<file path="src/design/btvf_pkg.sv">
// Package for the blend/threshold/vote object filter.
// Frame geometry, field widths, window bit masks, payload and status types.
// No dependencies.
`default_nettype none

package btvf_pkg;

  localparam int IMG_WIDTH  = 512;
  localparam int IMG_HEIGHT = 512;

  localparam int COL_W   = $clog2(IMG_WIDTH);
  localparam int ROW_W   = $clog2(IMG_HEIGHT + 2);
  localparam int SCORE_W = 16;
  localparam int CFG_W   = 16;
  localparam int Q_FRAC  = 15;
  localparam int ONE_Q15 = 32768;
  localparam int PROD_W  = SCORE_W + Q_FRAC + 2;

  localparam int LB_W     = 4;
  localparam int WIN_W    = 18;
  localparam int COL_BITS = 6;
  localparam int VOTE_MIN = 3;

  localparam logic [WIN_W-1:0] LEFT_SEL  = 18'h071C7;
  localparam logic [WIN_W-1:0] RIGHT_SEL = 18'h38E38;
  localparam logic [WIN_W-1:0] TOP_SEL   = 18'h09249;
  localparam logic [WIN_W-1:0] BOT_SEL   = 18'h24924;

  localparam logic [CFG_W-1:0] BLEND_WEIGHT_RST   = 16'd16384;
  localparam logic [CFG_W-1:0] MASK_THRESHOLD_RST = 16'd16384;

  typedef enum logic [0:0] {
    CFG_BLEND_WEIGHT   = 1'b0,
    CFG_MASK_THRESHOLD = 1'b1
  } cfg_reg_e;

  typedef struct packed {
    logic [SCORE_W-1:0] left_stereo;
    logic [SCORE_W-1:0] left_motion;
    logic [SCORE_W-1:0] right_stereo;
    logic [SCORE_W-1:0] right_motion;
    logic               use_stereo;
    logic               flush;
  } btvf_in_t;

  typedef struct packed {
    logic left_object;
    logic right_object;
    logic frame_end;
  } btvf_out_t;

  // window position flags of one item
  typedef struct packed {
    logic             res_valid;
    logic             x_zero;
    logic             cx_zero;
    logic             cy_top;
    logic             cy_bottom;
    logic             last;
    logic [COL_W-1:0] col;
  } pos_t;

endpackage

`default_nettype wire

</file>
<file path="src/design/btvf_lane.sv">
// One score lane: blend of stereo and motion, strict threshold compare.
// Two register stages (products, then sum and compare). Depends on btvf_pkg.
`default_nettype none

module btvf_lane (
  input  wire logic                          clk_i,
  input  wire logic                          en_i,
  input  wire logic                          pix_i,
  input  wire logic                          blend_i,
  input  wire logic [btvf_pkg::SCORE_W-1:0]  stereo_i,
  input  wire logic [btvf_pkg::SCORE_W-1:0]  motion_i,
  input  wire logic [btvf_pkg::CFG_W-1:0]    weight_i,
  input  wire logic [btvf_pkg::CFG_W-1:0]    thresh_i,
  output logic                               mask_o
);
  import btvf_pkg::*;

  logic        [2*SCORE_W-1:0]         prod_st_d, prod_st_q;
  logic signed [PROD_W-1:0]            prod_mo_d, prod_mo_q;
  logic signed [CFG_W+1:0]             comp_w;
  logic signed [CFG_W+SCORE_W+2:0]     prod_full;
  logic signed [PROD_W:0]              lhs, rhs;
  logic                                pix_q, mask_q;

  always_comb begin
    comp_w    = $signed((CFG_W+2)'(ONE_Q15)) - $signed({2'b00, weight_i});
    prod_full = comp_w * $signed({1'b0, motion_i});
    prod_st_d = blend_i ? weight_i * stereo_i : '0;
    prod_mo_d = blend_i ? $signed(prod_full[PROD_W-1:0])
                        : $signed({2'b00, motion_i, {Q_FRAC{1'b0}}});
  end

  always_ff @(posedge clk_i) begin
    if (en_i) begin
      prod_st_q <= prod_st_d;
      prod_mo_q <= prod_mo_d;
      pix_q     <= pix_i;
    end
  end

  assign lhs = $signed({2'b00, prod_st_q}) + $signed({prod_mo_q[PROD_W-1], prod_mo_q});
  assign rhs = $signed({3'b000, thresh_i, {Q_FRAC{1'b0}}});

  always_ff @(posedge clk_i) begin
    if (en_i) begin
      mask_q <= pix_q && (lhs > rhs);
    end
  end

  assign mask_o = mask_q;

endmodule

`default_nettype wire

</file>
<file path="config.mk">
export PLATFORM = sky130hd
export DESIGN_NAME = btvf_lane
export DESIGN_NICKNAME = d
export VERILOG_FILES = /design/src/design/btvf_pkg.sv /design/src/design/btvf_lane.sv
export SDC_FILE = /design/constraint.sdc
export NUM_CORES = 1
export LEC_CHECK = 0
export BUFFER_PORTS_ARGS = -buffer_cell sky130_fd_sc_hd__buf_2
export CORE_MARGIN = 2
export CORE_UTILIZATION = 30
export DETAILED_ROUTE_END_ITERATION = 8
export SLEW_MARGIN = 20
export SYNTH_ARGS = -nofsm -noshare
export SYNTH_HDL_FRONTEND = slang
export SYNTH_SLANG_ARGS = --single-unit
</file>
<file path="constraint.sdc">
create_clock -name clk_i -period 9.09 [get_ports clk_i]
set_clock_uncertainty 0.05 [all_clocks]
set_input_delay 0 -clock clk_i [delete_from_list [all_inputs] [get_ports clk_i]]
set_output_delay 0 -clock clk_i [all_outputs]
set_load 0.1 [all_outputs]
</file>
==> results.sh <==
export IMPL_grt_max_degree=68
export IMPL_yosysSeqAreaShare=0.0858
export IMPL_coreArea_um2=77500
export IMPL_crit_path_start_kind="input port"
export IMPL_slowest_stage="or4_1"
export IMPL_async_reset_ff_frac=0
export IMPL_start_util=0.303
export IMPL_die_area_um2=80400
export IMPL_avgViaCountPerCell=4.68
export IMPL_seq_area_um2=2010
export IMPL_root_buffer="clkbuf_16"
export IMPL_htreeDepth=3
export IMPL_synth_top_cell_area_share=0.401
export IMPL_antenna_found_initial=6
export IMPL_min_period_ps=7920
export IMPL_dieWidth_um=284
export IMPL_maxCapViolCount=0
export IMPL_max_freq_ghz=0.126
export IMPL_wl_per_cell_um=16.0
export IMPL_grt_pass1_wl_um=97300
export IMPL_cts_buffers=9
export IMPL_finalHoldViolations=0
export IMPL_drt_iter0_markers=954
export IMPL_worst_pin_slew_ps=898
export IMPL_path_class="in -> reg"
export IMPL_ys_flop_type="edfxtp_1"
export IMPL_clock_latency_ps=340
export IMPL_synth_edf_count=67
export IMPL_grt_overflow=0
export IMPL_syn_area_per_cell_um2=8.98
export IMPL_first_pass_iters=5
export IMPL_vias=17135
export IMPL_maxSlewViolCount=0
export IMPL_fin_setup_tns_ps=0
export IMPL_synth_common_cells="inv_1, fa_1, nand2_1, and2_1, ha_1"
export IMPL_cts_tree="built"
export IMPL_finish_net_count=3392
export IMPL_drc=0
export IMPL_n_antenna_cell=0
export IMPL_setup_viol=0
export IMPL_grt_usage=0.152
export IMPL_synth_fp_nets=3384
export IMPL_rows=102
export IMPL_syn_cell_area_um2=23400
export IMPL_min_path_type="in -> reg"
export IMPL_crit_path_max_incr_delay_ps=680
export IMPL_wl_um=58700
export IMPL_drive_above_1_share=0.0470
export IMPL_cp_arrival_ps=7960
export IMPL_fp_dieH_um=284
export IMPL_grt_pass1_vias=18173
export IMPL_synth_most_common_cell="inv_1"
export IMPL_worstPathRequired_ps=9130
export IMPL_rsz0062_at_grt="no"
export IMPL_gp_congestion=0.858
export IMPL_ys_ff_latch=67
export IMPL_dp_hpwl_um=47900
export IMPL_multi_input_area_um2=18800
export IMPL_synth_area_leader_cell="fa_1"
export IMPL_areaGrowthSynthToFinish_pct=7.39
export IMPL_synthDistinctLibCells=64
export IMPL_syn_inst=2610
export IMPL_cts_buffer_depth=2
export IMPL_io_buffers=68
export IMPL_slew_headroom=0.397
export IMPL_cts_sinks=67
export IMPL_fin_crit_sh=0.871
export IMPL_nFillCells=8144
export IMPL_endpoint_kind="flip-flop"
export IMPL_synthTopCellsByArea="fa_1, ha_1, inv_1"
export IMPL_io_pins=69
export IMPL_clkSlewWorstSetupHoldPaths_ps=50
export IMPL_status="complete, no violations"
export IMPL_worst_path_most_repeated_cell="fa_1"
export IMPL_cts_resized_gates=0
export IMPL_ant_nets=0
export IMPL_crit_fanout=16
export IMPL_cts_setup_buffers=0
export IMPL_yosysWarnings=0
export IMPL_cts_hold_buf=1
-- final cells by class --
type	instances	area share
inverters	608	0.0907
clock inverters	1	0.000199
clock buffers	11	0.00924
multi-input cells	1836	0.746
flip-flops and latches	67	0.0799
well taps	1040	0.0517
repair buffers	96	0.0225
-- state kept, by name, indices dropped and copies added, names as in the netlist --
name       cells
prod_st_q     32
pix_q          1
prod_mo_q     33
mask_o         1
-- worst paths after layout --
check                                   from                           to  slack (ps)  cells past startpoint
setup / recovery                 weight_i[4]  prod_mo_q[32]$_SDFFCE_PN0P_        1170                     30
hold / removal                   stereo_i[0]   prod_st_q[0]$_SDFFCE_PN0P_         200                      2
setup reg to reg  prod_st_q[0]$_SDFFCE_PN0P_             mask_o$_DFFE_PP_        2370                     24
hold reg to reg              pix_q$_DFFE_PP_             mask_o$_DFFE_PP_         510                      1
-- kinds of logic after synthesis --
group | after synthesis | share of synthesized area
XOR/XNOR | 88 | 0.0329
adder cells (fa/ha/maj) | 706 | 0.527
multiplexers | 15 | 0.00710
flip-flops | 67 | 0.0858
buffers and inverters | 707 | 0.113
AO/OA/AOI/OAI | 252 | 0.0721
AND/OR/NAND/NOR | 775 | 0.162
-- layout by cell type (no fill, tap or decap), drive strengths merged, types with 6 or more instances in the layout --
master	instances
a211oi	11
a21o	46
a21oi	73
and2	246
and3	11
and4	6
buf	95
clkbuf	11
edfxtp	67
fa	469
ha	237
inv	607
mux2	13
nand2	331
nand2b	14
nand3	16
nor2	89
nor2b	11
nor3	23
o211ai	8
o21a	12
o21ai	40
o21bai	9
o31ai	8
xnor2	57
xor2	31
-- per-stage QoR --
step / area, um^2 / cells / hold WS, ps / worst slack, ps / utilization
after floorplan: 23400 / 2610 / 48.9 / 1800 / -
after global placement: 24900 / 3646 / 133 / 976 / 0.322
after detailed placement: 24900 / 3646 / 136 / 871 / 0.322
after CTS: 25200 / 3659 / 195 / 1210 / 0.325
after global routing: 25200 / 3659 / 216 / 723 / 0.325
final: 25200 / 3659 / 197 / 1170 / 0.325
-- worst max-delay path, delay by kind of cell --
family                   cells  cell delay [ps]
AND/OR/NAND/NOR              7             2110
XOR/XNOR                     1              160
buffers and inverters        6              580
AO/OA/AOI/OAI                8             1370
multiplexers                 1              280
adder cells (fa/ha/maj)      7             3430
-- layer usage --
metal  GRT usage  up-vias  routed length [um]
li1            -     7974                   -
met1       0.209     8707               26700
met2       0.254      374               28100
met3      0.0221       72                2850
met4      0.0291        8                1020
met5           0        -                  54
Power is left out: the tool's default activity adds up to more than one toggle a clock period on the data nets, which glitch-free logic cannot reach.
