==> src/design/btvf_pkg.sv <==
// Package for the blend/threshold/vote object filter.
// Frame geometry, field widths, window bit masks, payload and status types.
// No dependencies.
`default_nettype none

package btvf_pkg;

  localparam int IMG_WIDTH  = 512;
  localparam int IMG_HEIGHT = 512;

  localparam int COL_W   = $clog2(IMG_WIDTH);
  localparam int ROW_W   = $clog2(IMG_HEIGHT + 2);
  localparam int SCORE_W = 16;
  localparam int CFG_W   = 16;
  localparam int Q_FRAC  = 15;
  localparam int ONE_Q15 = 32768;
  localparam int PROD_W  = SCORE_W + Q_FRAC + 2;

  localparam int LB_W     = 4;
  localparam int WIN_W    = 18;
  localparam int COL_BITS = 6;
  localparam int VOTE_MIN = 3;

  localparam logic [WIN_W-1:0] LEFT_SEL  = 18'h071C7;
  localparam logic [WIN_W-1:0] RIGHT_SEL = 18'h38E38;
  localparam logic [WIN_W-1:0] TOP_SEL   = 18'h09249;
  localparam logic [WIN_W-1:0] BOT_SEL   = 18'h24924;

  localparam logic [CFG_W-1:0] BLEND_WEIGHT_RST   = 16'd16384;
  localparam logic [CFG_W-1:0] MASK_THRESHOLD_RST = 16'd16384;

  typedef enum logic [0:0] {
    CFG_BLEND_WEIGHT   = 1'b0,
    CFG_MASK_THRESHOLD = 1'b1
  } cfg_reg_e;

  typedef struct packed {
    logic [SCORE_W-1:0] left_stereo;
    logic [SCORE_W-1:0] left_motion;
    logic [SCORE_W-1:0] right_stereo;
    logic [SCORE_W-1:0] right_motion;
    logic               use_stereo;
    logic               flush;
  } btvf_in_t;

  typedef struct packed {
    logic left_object;
    logic right_object;
    logic frame_end;
  } btvf_out_t;

  // window position flags of one item
  typedef struct packed {
    logic             res_valid;
    logic             x_zero;
    logic             cx_zero;
    logic             cy_top;
    logic             cy_bottom;
    logic             last;
    logic [COL_W-1:0] col;
  } pos_t;

endpackage

`default_nettype wire

==> src/design/btvf_ram.sv <==
// Generic simple dual-port RAM, one write and one registered read port.
// No dependencies.
`default_nettype none

module btvf_ram #(
  parameter int WIDTH = 4,
  parameter int DEPTH = 512
) (
  input  wire logic                     clk_i,
  input  wire logic                     we_i,
  input  wire logic [$clog2(DEPTH)-1:0] waddr_i,
  input  wire logic [WIDTH-1:0]         wdata_i,
  input  wire logic [$clog2(DEPTH)-1:0] raddr_i,
  output logic      [WIDTH-1:0]         rdata_o
);

  logic [WIDTH-1:0] mem_q [DEPTH];

  always_ff @(posedge clk_i) begin
    if (we_i) begin
      mem_q[waddr_i] <= wdata_i;
    end
    rdata_o <= mem_q[raddr_i];
  end

endmodule

`default_nettype wire

==> src/design/btvf_window.sv <==
// Merge stage: line buffer RAM, 3x3 window of both sides and the vote count.
// Depends on btvf_pkg and btvf_ram.
`default_nettype none

module btvf_window (
  input  wire logic                       clk_i,
  input  wire logic                       rst_ni,
  input  wire logic                       adv_i,
  input  wire logic [btvf_pkg::COL_W-1:0] rd_addr_i,
  input  wire logic                       s2_valid_i,
  input  wire btvf_pkg::pos_t             pos_i,
  input  wire logic                       mask_l_i,
  input  wire logic                       mask_r_i,
  output logic                            res_valid_o,
  output btvf_pkg::btvf_out_t             res_o
);
  import btvf_pkg::*;

  logic             we;
  logic [LB_W-1:0]  wdata, rdata, lb_eff;
  logic [LB_W-1:0]  lb_s1_q, lb_s2_q;
  logic             byp_q;
  logic [LB_W-1:0]  byp_data_q;
  logic [WIN_W-1:0] win_q, shifted, win, keep;
  logic [COL_BITS-1:0] newcol;

  function automatic logic [4:0] popcnt(input logic [WIN_W-1:0] v);
    logic [4:0] n;
    n = '0;
    for (int i = 0; i < WIN_W; i++) begin
      n = n + 5'(v[i]);
    end
    return n;
  endfunction

  assign we    = adv_i && s2_valid_i;
  assign wdata = {mask_r_i, lb_s2_q[3], mask_l_i, lb_s2_q[1]};

  btvf_ram #(
    .WIDTH (LB_W),
    .DEPTH (IMG_WIDTH)
  ) u_line (
    .clk_i   (clk_i),
    .we_i    (we),
    .waddr_i (pos_i.col),
    .wdata_i (wdata),
    .raddr_i (rd_addr_i),
    .rdata_o (rdata)
  );

  // read-during-write forwarding
  always_ff @(posedge clk_i or negedge rst_ni) begin
    if (!rst_ni) begin
      byp_q <= 1'b0;
    end else begin
      byp_q <= we && (pos_i.col == rd_addr_i);
    end
  end

  always_ff @(posedge clk_i) begin
    byp_data_q <= wdata;
  end

  assign lb_eff = byp_q ? byp_data_q : rdata;

  always_ff @(posedge clk_i) begin
    if (adv_i) begin
      lb_s1_q <= lb_eff;
      lb_s2_q <= lb_s1_q;
    end
  end

  assign newcol  = {mask_r_i, lb_s2_q[3], lb_s2_q[2], mask_l_i, lb_s2_q[1], lb_s2_q[0]};
  assign shifted = {newcol, win_q[WIN_W-1:COL_BITS]};

  always_ff @(posedge clk_i or negedge rst_ni) begin
    if (!rst_ni) begin
      win_q <= '0;
    end else if (we) begin
      win_q <= shifted;
    end
  end

  always_comb begin
    keep = '1;
    if (pos_i.cx_zero) begin
      keep[COL_BITS-1:0] = '0;
    end
    if (pos_i.cy_top) begin
      keep = keep & ~TOP_SEL;
    end
    if (pos_i.cy_bottom) begin
      keep = keep & ~BOT_SEL;
    end
    win = pos_i.x_zero ? {{COL_BITS{1'b0}}, win_q[WIN_W-1:COL_BITS]} : shifted;
    win = win & keep;
    res_o.left_object  = popcnt(win & LEFT_SEL) > 5'(VOTE_MIN);
    res_o.right_object = popcnt(win & RIGHT_SEL) > 5'(VOTE_MIN);
    res_o.frame_end    = pos_i.last;
  end

  assign res_valid_o = s2_valid_i && pos_i.res_valid;

endmodule

`default_nettype wire

==> config.mk <==
export PLATFORM = sky130hd
export DESIGN_NAME = btvf_window
export DESIGN_NICKNAME = d
export VERILOG_FILES = /design/src/design/btvf_pkg.sv /design/src/design/btvf_ram.sv /design/src/design/btvf_window.sv
export SDC_FILE = /design/constraint.sdc
export NUM_CORES = 2
export LEC_CHECK = 0
export ABC_AREA = 1
export BUFFER_PORTS_ARGS = -buffer_cell sky130_fd_sc_hd__buf_2
export CAP_MARGIN = 0
export CORE_ASPECT_RATIO = 1.25
export CORE_MARGIN = 3
export CORE_UTILIZATION = 46
export CTS_CLUSTER_DIAMETER = 200
export DETAILED_ROUTE_END_ITERATION = 10
export PLACE_DENSITY = 0.57
export REMOVE_ABC_BUFFERS = 1
export SLEW_MARGIN = 20
export SYNTH_ARGS = -nofsm -noshare
export SYNTH_HDL_FRONTEND = slang
export SYNTH_SLANG_ARGS = --single-unit
export TNS_END_PERCENT = 100
==> constraint.sdc <==
create_clock -name clk_i -period 10.4 [get_ports clk_i]
set_input_delay 1.56 -clock clk_i [delete_from_list [all_inputs] [get_ports clk_i]]
set_output_delay 1.56 -clock clk_i [all_outputs]
set_load 0.01 [all_outputs]
==> summary.md <==
| Metric | Value |
|---|---|
| DRC viols | `0` |
| CTS HTree Levels | `4` |
| Vias in the first global route | `about 55000` |
| Synth top area cells | `edfxtp_1 72%, nand3_1 12%, nand2_1 9.3%, nor2_1 2.3%, buf_2 1.7%` |
| First-pass GRT wire length | `347.8 mm` |
| Core Footprint | `roughly 180000 µm²` |
| IO Count | `34` |
| Clock Latency Late Sink | `approximately 0.84 ns` |
| Endpoints failing setup | `0` |
| Post-Syn Area per Cell | `approximately 12 µm²` |
| Placed cells | `between 9000 and 10000` |
| CP max stage delay | `about 0.52 ns` |
| CTS Buf Count | `approximately 200` |
| ANT nets after route | `0` |
| Die area | `191200 µm²` |
| WL/cell | `24.11 µm` |
| Synthesized cell area | `85550 µm²` |
| Tightest Pin Transition | `approximately 1.2 ns` |
| Final wirelength | `between 200 and 250 mm` |
| Register area share after synthesis | `0.7274` |
| Static Leakage | `between 0.03 and 0.04 µW` |
| Worst-path fanout max | `6` |
| Max Slew Vio Count | `0` |
| Post-layout nets | `a little over 7000` |
| FMAX | `0.1689 GHz` |
| Area Overhead vs Synth | `9.374%` |
| Ys Warns | `0` |
| Largest net degree at the start of global routing | `approximately 210` |
| Relative slew slack | `0.1704` |
| CP most frequent cell | `fa_1` |
| FF-to-FF path depth | `4` |
| Hold crit path type | `flip-flop to flip-flop` |
| Final TNS setup | `0 ns` |
| GPL Wtd Cong | `between 0.8 and 0.9` |
| Final Hold Fails | `0` |
| Cts hold-fix bufs | `0` |
| R2R Path Start | `lb_s2_q[1]` |
| Port Buf Inserts | `31` |
| PostCTS Resize Cnt | `0` |
| Critical Path Source Type | `primary input` |
| Max cap viols | `0` |
| WP data required | `a little under 9 ns` |
| Hold EP | `lb_s2_q[0]` |
| Post-synth top area cell | `edfxtp_1` |
| Hold_sp | `lb_s1_q[0]` |
| Clk slew on worst S/H paths | `approximately 0.060 ns` |
| R2R Path End | `u_line.mem_q[505][0]` |
| Vias/cell | `between 5 and 6` |
| CTS tree | `yes` |
| DRT Pass-1 Iters | `6` |
| Post-detail-place hpwl | `123.3 mm` |
| Crit share post-route | `0.5693` |
| Crit path capture type | `primary output` |
| Slowest-stage cell, CP | `fa_1` |
| Die Wd | `391.7 µm` |
| Fin cells | `a little under 10000` |
| Standard-cell rows | `between 150 and 200` |
| Initial antenna violation count | `8` |
| Top cell type's share of synthesized area | `0.7217` |
| Initial core utilization | `0.4636` |
| Fillers | `between 15000 and 20000` |
| Root buf cell | `clkbuf_16` |
| Post-synthesis cell count | `around 7400` |
| Yosys reg bits | `~2100` |
| Crit path kind | `primary input to primary output` |
| 1st-iter DRT viols | `5781` |
| Post-CTS Setup Inserts | `0` |
| Via Count | `about 56000` |
| Maximum vdd drop | `around 150 µV` |
| Clk buf depth | `3` |
| Commonest non-fill, non-tap cell in the layout | `nand2_1` |
| Crit path DAT | `around 4.4 ns` |
| Status | `complete, no violations` |
| PD cells | `186.7 nW/µm²` |
| Most frequent cells in the layout | `2099 x nand2_1, 2056 x edfxtp_1, 2046 x nand3_1` |
| Tot GR Track Use | `0.2434` |
| RSZ-0062 raised after global routing | `false` |
| Post-layout min period | `roughly 5.9 ns` |
| Final global-route overflow total | `0` |
| Die Height | `between 400 and 500 µm` |
| Yosys cell types | `28` |
| Share of cells above drive strength 1 | `0.05919` |
| CTS Sinks | `2077` |
| R2R setup slack | `6.63 ns` |
| Clk_skew | `0.03535 ns` |
| Worst hold stages | `0` |
| Critical path cell sequence | `buf_2, inv_1, nand3_1, fa_1, fa_1, inv_1, fa_1, ha_1, a31o_2, a211o_1, buf_2` |
synthesized netlist by cell type:
cell type and count:
nor3_1 14, buf_4 31, nand3_1 2046, edfxtp_1 2056, clkbuf_1 165, a211o_1 2
mux2_2 8, fa_1 6, nand4_1 1, buf_1 46, buf_6 5, a221oi_1 1
o21ai_0 8, a211oi_1 1, buf_2 286, dfxtp_1 8, nand2_1 2115, inv_2 1
nor2_1 522, ha_1 6, a2111oi_2 1, dfrtp_1 13, inv_4 2, o22ai_1 3
xnor2_1 4, inv_1 35, clkinv_1 1, a31o_2 2
how the worst max path moves through the flow:
| stage | start | to | slack [ns] | cells past startpoint |
|---|---|---|---|---|
| after floorplan | lb_s2_q[3] | res_o[1] | 0.77 | 6 |
| after global placement | pos_i[12] | res_o[2] | 4.55 | 11 |
| after detailed placement | pos_i[12] | res_o[2] | 4.48 | 11 |
| after CTS | pos_i[12] | res_o[2] | 4.48 | 11 |
| after global routing | pos_i[12] | res_o[1] | 4.36 | 11 |
| final | pos_i[12] | res_o[2] | 4.48 | 11 |
registers in the layout (all words and copies together) (netlist names):
signal and flops:
byp_q 1, u_line.rdata_o 4, lb_s1_q 4, byp_data_q 4, u_line.mem_q 2048, lb_s2_q 4, win_q 12
worst max-delay path, delay by kind of cell:
family,cells,cell delay [ns]
buffers and inverters,4,0.45
adders and majority gates,4,1.74
and+or+nand+nor,1,0.13
AOI/OAI and AO/OA,2,0.49
stage by stage:
stage / total power, µW / hold slack [ns] / util / cell area, µm² / setup slack [ns]
floorplan: 10030 / 0.4003 / - / 83040 / 0.7711
global placement: 10490 / 0.4032 / 0.4722 / 87140 / 4.555
detailed placement: 10500 / 0.4118 / 0.4723 / 87150 / 4.479
CTS: 17590 / 0.4265 / 0.5069 / 93540 / 4.480
global route: 18010 / 0.4292 / 0.5070 / 93560 / 4.361
finish: 17470 / 0.4279 / 0.5070 / 93570 / 4.480
area by class of cell:
type / instances / area, µm² / area share
clock inverter: 131 / 1151 / 0.01230
tap: 2403 / 3007 / 0.03213
antenna: 5 / 12.51 / 0.0001337
clock buffer: 237 / 5238 / 0.05598
inverter: 39 / 195.2 / 0.002086
sequential: 2077 / 62220 / 0.6650
multi-input combinational: 4740 / 20810 / 0.2224
timing repair buffer: 108 / 929.6 / 0.009936
cell families (layout without fill, tap and decap cells):
| family | count (synthesis) | in the layout | synth area share |
|---|---|---|---|
| simple gates | 4698 | 4698 | 0.2363 |
| flops | 2077 | 2077 | 0.7274 |
| buf+inv | 572 | 515 | 0.03114 |
| compound gates | 18 | 18 | 0.001463 |
| fa+ha+maj | 12 | 12 | 0.002282 |
| mux | 8 | 8 | 0.001053 |
| xor+xnor | 4 | 4 | 0.0004095 |
| other cells | 0 | 5 | 0 |
layer usage:
| metal | GRT usage | share of wire | vias up | routed length, µm |
|---|---|---|---|---|
| li1 | - | - | 25660 | - |
| met1 | 0.3228 | 0.41 | 27630 | 96360 |
| met2 | 0.4077 | 0.48 | 2046 | 113800 |
| met3 | 0.03458 | 0.067 | 420 | 15620 |
| met4 | 0.09320 | 0.038 | 0 | 9016 |
| met5 | 0 | 0 | - | 0 |
where the power goes:
group	total [µW]	leakage (µW)	switching (µW)	internal (µW)
logic	1050	0.0102	812	241
clock network	7150	0.00313	3120	4030
registers	9260	0.0187	14.6	9250
(Power assumes the default switching activity.)
